[config.mk]
export PLATFORM = sky130hd
export DESIGN_NAME = hsl_to_rgb_8bit_top
export DESIGN_NICKNAME = d
export VERILOG_FILES = /design/src/sv/hsl_pkg.sv /design/src/sv/hsl_to_rgb_8bit_top.sv
export SDC_FILE = /design/constraint.sdc
export NUM_CORES = 2
export LEC_CHECK = 0
export BUFFER_PORTS_ARGS = -buffer_cell sky130_fd_sc_hd__buf_2
export CAP_MARGIN = 20
export CELL_PAD_IN_SITES_DETAIL_PLACEMENT = 1
export CELL_PAD_IN_SITES_GLOBAL_PLACEMENT = 2
export CORE_MARGIN = 2
export CORE_UTILIZATION = 30
export DETAILED_ROUTE_END_ITERATION = 7
export PLACE_DENSITY = 0.74
export SETUP_SLACK_MARGIN = 0.05
export SYNTH_ARGS = -nofsm -noshare
export SYNTH_HDL_FRONTEND = slang
export SYNTH_SLANG_ARGS = --single-unit
[constraint.sdc]
create_clock -name aclk -period 8 [get_ports aclk]
set_input_delay 0.8 -clock aclk [delete_from_list [all_inputs] [get_ports aclk]]
set_output_delay 0.8 -clock aclk [all_outputs]
set_load 0.01 [all_outputs]
[src/sv/hsl_pkg.sv]
// ============================================================================
// hsl_pkg - shared types and constants for the HSL to RGB converter
// Holds the fixed-point constants of the rounding divider and the sextant codes.
// ============================================================================
`timescale 1ns / 1ps
`default_nettype none

package hsl_pkg;

    // Common denominator 2*255*255 and its half for round-half-up
    localparam logic [16:0] HSL_DEN  = 17'd130050;
    localparam logic [16:0] HSL_HALF = 17'd65025;

    // floor(x / HSL_DEN) == (x * HSL_RECIP) >> HSL_SHIFT, exact for x < 2**HSL_XW
    localparam int          HSL_XW    = 25;
    localparam int          HSL_SHIFT = 42;
    localparam logic [25:0] HSL_RECIP =
        26'(((64'd1 << HSL_SHIFT) + 64'd130049) / 64'd130050);

    // Signed numerator width, wide enough for every channel numerator
    typedef logic signed [27:0] num_t;

    typedef enum logic [2:0] {
        SEXT_0 = 3'd0,
        SEXT_1 = 3'd1,
        SEXT_2 = 3'd2,
        SEXT_3 = 3'd3,
        SEXT_4 = 3'd4,
        SEXT_5 = 3'd5
    } sext_t;

endpackage : hsl_pkg

`default_nettype wire

[src/sv/hsl_to_rgb_8bit_top.sv]
// ============================================================================
// hsl_to_rgb_8bit_top - HSL to RGB color converter, 8 bits per channel
// Four-stage pipeline: sextant and chroma, channel numerators, rounding
// divide by a reciprocal multiply, clamp and channel routing.
// ============================================================================
// Usage:
//   Input stream (s_*): one color per transaction, s_tdata packs hue [7:0],
//   saturation [15:8], lightness [23:16].
//   Output stream (m_*): one color per transaction, m_tdata packs red [7:0],
//   green [15:8], blue [23:16].
//   Every input transaction produces exactly one output transaction, in order.
//   m_tvalid rises when the color reaches the stage 4 register, after stages 1
//   to 3. Throughput is one color per clock while the output is not stalled; the
//   four register stages each hold one color, so up to four colors are in flight.
//   Each stage carries its own valid bit and advances when the stage ahead is
//   empty or moving, so bubbles collapse while the output is stalled and
//   s_tready only drops once all four stages are full.
//   A stalled output holds m_tdata steady; nothing is dropped or repeated.
//   Reset (aresetn low, synchronous) empties the pipeline; there is no other
//   state and no setup is needed before the first color.
// ============================================================================
`timescale 1ns / 1ps
`default_nettype none

module hsl_to_rgb_8bit_top (
    input  wire logic        aclk,
    input  wire logic        aresetn,
    input  wire logic        s_tvalid,
    output logic             s_tready,
    input  wire logic [23:0] s_tdata,   // hue[7:0], saturation[15:8], lightness[23:16]
    output logic             m_tvalid,
    input  wire logic        m_tready,
    output logic [23:0]      m_tdata    // red[7:0], green[15:8], blue[23:16]
);
    import hsl_pkg::*;

    // ---------------- handshake / valid chain ----------------
    logic v1_reg, v2_reg, v3_reg, v4_reg;
    logic rdy1, rdy2, rdy3, rdy4;

    assign rdy4     = !v4_reg || m_tready;
    assign rdy3     = !v3_reg || rdy4;
    assign rdy2     = !v2_reg || rdy3;
    assign rdy1     = !v1_reg || rdy2;
    assign s_tready = rdy1;
    assign m_tvalid = v4_reg;

    always_ff @(posedge aclk) begin
        if (!aresetn) begin
            v1_reg <= 1'b0;
            v2_reg <= 1'b0;
            v3_reg <= 1'b0;
            v4_reg <= 1'b0;
        end else begin
            if (rdy1) v1_reg <= s_tvalid;
            if (rdy2) v2_reg <= v1_reg;
            if (rdy3) v3_reg <= v2_reg;
            if (rdy4) v4_reg <= v3_reg;
        end
    end

    // ---------------- stage 1: sextant, chroma product ----------------
    logic [7:0]  hue, saturation, lightness;
    logic [10:0] hx6;
    logic [2:0]  kcnt;
    logic [10:0] rem11;
    logic [7:0]  rem;
    logic [7:0]  sec;
    logic [7:0]  amp;
    sext_t       k_next;
    logic [15:0] p_next;
    logic signed [9:0] gs_next;

    sext_t       k1_reg;
    logic [15:0] p1_reg;
    logic signed [9:0] gs1_reg;
    logic [7:0]  l1_reg;

    assign hue        = s_tdata[7:0];
    assign saturation = s_tdata[15:8];
    assign lightness  = s_tdata[23:16];

    always_comb begin
        hx6   = 11'(hue) * 11'd6;
        kcnt  = 3'(hx6 >= 11'd255) + 3'(hx6 >= 11'd510) + 3'(hx6 >= 11'd765)
              + 3'(hx6 >= 11'd1020) + 3'(hx6 >= 11'd1275);
        rem11 = hx6 - (11'(kcnt) * 11'd255);
        rem   = rem11[7:0];
        // full-circle hue wraps back to the start of sextant 0
        if (hx6 == 11'd1530) begin
            kcnt = 3'd0;
            rem  = 8'd0;
        end
        k_next = sext_t'(kcnt);
        sec    = kcnt[0] ? (8'd255 - rem) : rem;
        gs_next = signed'({1'b0, sec, 1'b0}) - 10'sd255;
        // 255 - |2l - 255|
        amp    = lightness[7] ? 8'(9'd510 - {lightness, 1'b0}) : {lightness[6:0], 1'b0};
        p_next = 16'(amp) * 16'(saturation);
    end

    always_ff @(posedge aclk) begin
        if (rdy1) begin
            k1_reg  <= k_next;
            p1_reg  <= p_next;
            gs1_reg <= gs_next;
            l1_reg  <= lightness;
        end
    end

    // ---------------- stage 2: channel numerators plus half ----------------
    num_t  base, pch, psec;
    num_t  xc_next, xs_next, xz_next;
    num_t  xc2_reg, xs2_reg, xz2_reg;
    sext_t k2_reg;

    always_comb begin
        base    = num_t'(l1_reg) * num_t'(HSL_DEN) + num_t'(HSL_HALF);
        pch     = num_t'(p1_reg) * num_t'(255);
        psec    = num_t'(p1_reg) * num_t'(gs1_reg);
        xc_next = base + pch;
        xs_next = base + psec;
        xz_next = base - pch;
    end

    always_ff @(posedge aclk) begin
        if (rdy2) begin
            xc2_reg <= xc_next;
            xs2_reg <= xs_next;
            xz2_reg <= xz_next;
            k2_reg  <= k1_reg;
        end
    end

    // ---------------- stage 3: reciprocal multiply ----------------
    logic [50:0] qc_prod, qs_prod, qz_prod;
    logic [8:0]  qc3_reg, qs3_reg, qz3_reg;
    logic        nc3_reg, ns3_reg, nz3_reg;
    logic        oc3_reg, os3_reg, oz3_reg;
    sext_t       k3_reg;

    always_comb begin
        qc_prod = 51'(xc2_reg[HSL_XW-1:0]) * 51'(HSL_RECIP);
        qs_prod = 51'(xs2_reg[HSL_XW-1:0]) * 51'(HSL_RECIP);
        qz_prod = 51'(xz2_reg[HSL_XW-1:0]) * 51'(HSL_RECIP);
    end

    always_ff @(posedge aclk) begin
        if (rdy3) begin
            qc3_reg <= qc_prod[50:42];
            qs3_reg <= qs_prod[50:42];
            qz3_reg <= qz_prod[50:42];
            nc3_reg <= xc2_reg[27];
            ns3_reg <= xs2_reg[27];
            nz3_reg <= xz2_reg[27];
            oc3_reg <= |xc2_reg[26:25];
            os3_reg <= |xs2_reg[26:25];
            oz3_reg <= |xz2_reg[26:25];
            k3_reg  <= k2_reg;
        end
    end

    // ---------------- stage 4: clamp and route ----------------
    function automatic logic [7:0] sat8(input logic neg, input logic ovf,
                                        input logic [8:0] q);
        logic [7:0] res;
        if (neg)
            res = 8'd0;
        else if (ovf || q[8])
            res = 8'd255;
        else
            res = q[7:0];
        return res;
    endfunction

    logic [7:0]  ch_c, ch_s, ch_z;
    logic [23:0] rgb_next;
    logic [23:0] rgb_reg;

    always_comb begin
        ch_c = sat8(nc3_reg, oc3_reg, qc3_reg);
        ch_s = sat8(ns3_reg, os3_reg, qs3_reg);
        ch_z = sat8(nz3_reg, oz3_reg, qz3_reg);
        case (k3_reg)
            SEXT_0:  rgb_next = {ch_z, ch_s, ch_c};
            SEXT_1:  rgb_next = {ch_z, ch_c, ch_s};
            SEXT_2:  rgb_next = {ch_s, ch_c, ch_z};
            SEXT_3:  rgb_next = {ch_c, ch_s, ch_z};
            SEXT_4:  rgb_next = {ch_c, ch_z, ch_s};
            default: rgb_next = {ch_s, ch_z, ch_c};
        endcase
    end

    always_ff @(posedge aclk) begin
        if (rdy4) begin
            rgb_reg <= rgb_next;
        end
    end

    assign m_tdata = rgb_reg;

endmodule : hsl_to_rgb_8bit_top

`default_nettype wire

==> metrics <==
synthesized net count 5328; most used flip-flop cell after synthesis edfxtp_1; width of the chip 362 µm; signal arrival time at the worst endpoint 7.78 ns; height of the die 362 µm; endpoint class of the critical path flop; Async S/R FF share, synth 0; placed wire-length estimate after detailed placement 84.9 mm; number of buffer cells added on primary ports 53; CTS Hold Buffers Added 0; endpoint required time on the critical path 8.27 ns; global-route usage over all layers 0.152; type of the worst setup path reg -> reg; final setup margin 0.496 ns; number of sinks driven by the clock tree 176; area added between synthesis and finish 7.95%; Congestion Overflow GR 0; most frequent cells in the layout 994 x ha_1, 803 x inv_1, 448 x fa_1, 174 x a21oi_1, 172 x edfxtp_1; max_cap viols 0; root buf cell clkbuf_16; TritonRoute pass-1 iters 4; initial DRC count 932; most common library cell in the layout ignoring fill and taps ha_1; fin crit period 7.50 ns; Post-synth EDFFs 172; summed instance area of the synthesized netlist 38400 µm²; share of Yosys cell area claimed by the top area cell type 0.324; number of global-route vias before repair 28941; clock insertion delay at the later pin of the skew report 0.53 ns; final weighted congestion of routability-driven global placement 0.821; Inst Count DP 5560; number of nets in the layout 5389; post-route clock period utilization 0.938; fmax 133 MHz; total number of H-tree levels 4; status completed; clock tree buffer depth 2; clock-pin slew reported for the worst setup and hold paths after clock tree synthesis 0.08 ns; initial antenna violation count 2; type of origin of the critical path flop; largest area contributor in the synthesized netlist ha_1; number of synthesis warnings 0; Slowest-stage cell, CP fa_1; final routed wirelength across all metal layers 97.5 mm; full die area 131000 µm²; Setup violations, final 0; Least-Margin Pin Slew 0.978 ns; post-route non-filler standard cell count 5594; maximum cell stage delay along the critical path 0.53 ns; CORE AREA 127000 µm²; pin count of the biggest net entering global routing 58; unrepaired setup endpoints after global routing false; layout cell share with drive strength beyond 1 0.0440; final count of pins violating max slew 0; CTS tree yes; final hold vios 0; number of register bits inferred by synthesis 176; Layout fillers 14502; setup total negative slack 0 ns; average wire length per cell after detail routing 17.4 µm; wire length of the first global-routing pass 157 mm; cell count after synthesis 3857; detail-routed via count per cell 4.74; Worst Setup Slack post-DPL 0.0343 ns; remaining design rule violation count 0; number of top-level pins 54; Max Clock Skew 0.0229 ns; dominant cells by area after synthesis ha_1 32%, fa_1 23%, edfxtp_1 13%; FP Rows 131; worst-case headroom to the max-slew limit 0.343; clock buffer count from CTS 17; count of unique library cells instantiated by Yosys 81; number of nets with antenna violations after detailed routing 0; initial standard-cell utilization of the core 0.302; share of the yosys chip area belonging to registers 0.137; worst hold path class reg -> reg; total number of vias 26496; largest driver fanout on the critical path 6; mean cell area of the mapped netlist 9.96 µm²
routing by layer:
layer,part of all wire,GRT usage,vias to the layer above
met1,0.49,0.205,13236
met4,0.014,0.0295,0
met2,0.47,0.259,258
li1,-,-,12939
met3,0.032,0.0239,63
met5,0,0,-
critical path: cells and delay by family (launching register included):
family / cells / cell delay, ns
compound gates: 7 / 1.23
xor+xnor: 3 / 0.49
fa+ha+maj: 10 / 4.09
buf+inv: 6 / 0.38
flops: 1 / 0.38
simple gates: 2 / 0.68
timing repair:
item	CTS	global route
hold endpoints to repair	0	0
cloned	0	0
setup endpoints to repair	1	3
setup buffers	0	1
pin swaps	0	2
resized for setup	1	5
area by class of cell:
type	instances	area, µm²	share of cell area
inverter	805	3020	0.0729
clock inverter	14	144	0.00347
antenna	1	2.50	0.0000604
multi-input combinational	2828	30000	0.723
tap	1662	2080	0.0502
timing repair buffer	90	547	0.0132
clock buffer	18	429	0.0104
sequential	176	5250	0.127
worst paths after layout:
path,endpoint,cells after the start,start,slack (ns)
worst max-delay path,xs2_reg[27],28,l1_reg[4],0.50
worst min register to register,k3_reg[1],0,k2_reg[1],0.45
worst max register to register,xs2_reg[27],28,l1_reg[4],0.50
worst min-delay path,k3_reg[1],0,k2_reg[1],0.45
synthesized netlist by cell type, drive strengths merged, types with 8 or more instances:
library cell  number
or3               17
o31ai             14
o21bai            28
nand2b            23
o211ai            10
xnor2            128
a22o               9
clkbuf            42
or2               13
nor2b             29
a21oi            176
nor2             170
nand3             34
a211oi            19
edfxtp           172
o21a              18
nor3              30
a21o              90
fa               449
inv              805
and2             111
ha               994
o21ai            117
o22ai             11
and3              13
xor2              53
nand4             19
and4               8
nand2            144
a31oi              8
metrics by stage:
step	area (µm²)	hold WS [ns]	utilization
floorplan	38400	0.400	-
global placement	40800	0.406	0.321
detailed placement	40900	0.426	0.321
CTS	41400	0.444	0.325
global route	41500	0.445	0.326
finish	41500	0.446	0.326
kinds of logic after synthesis:
logic type / Yosys count / synth area share
fa+ha+maj: 1443 / 0.558
flops: 176 / 0.137
other cells: 2 / 0.000196
compound gates: 572 / 0.0970
xor+xnor: 181 / 0.0427
simple gates: 628 / 0.0816
buf+inv: 853 / 0.0834
mux: 2 / 0.000651
Power is left out: the tool's default activity adds up to more than one toggle a clock period on the data nets, which glitch-free logic cannot reach.
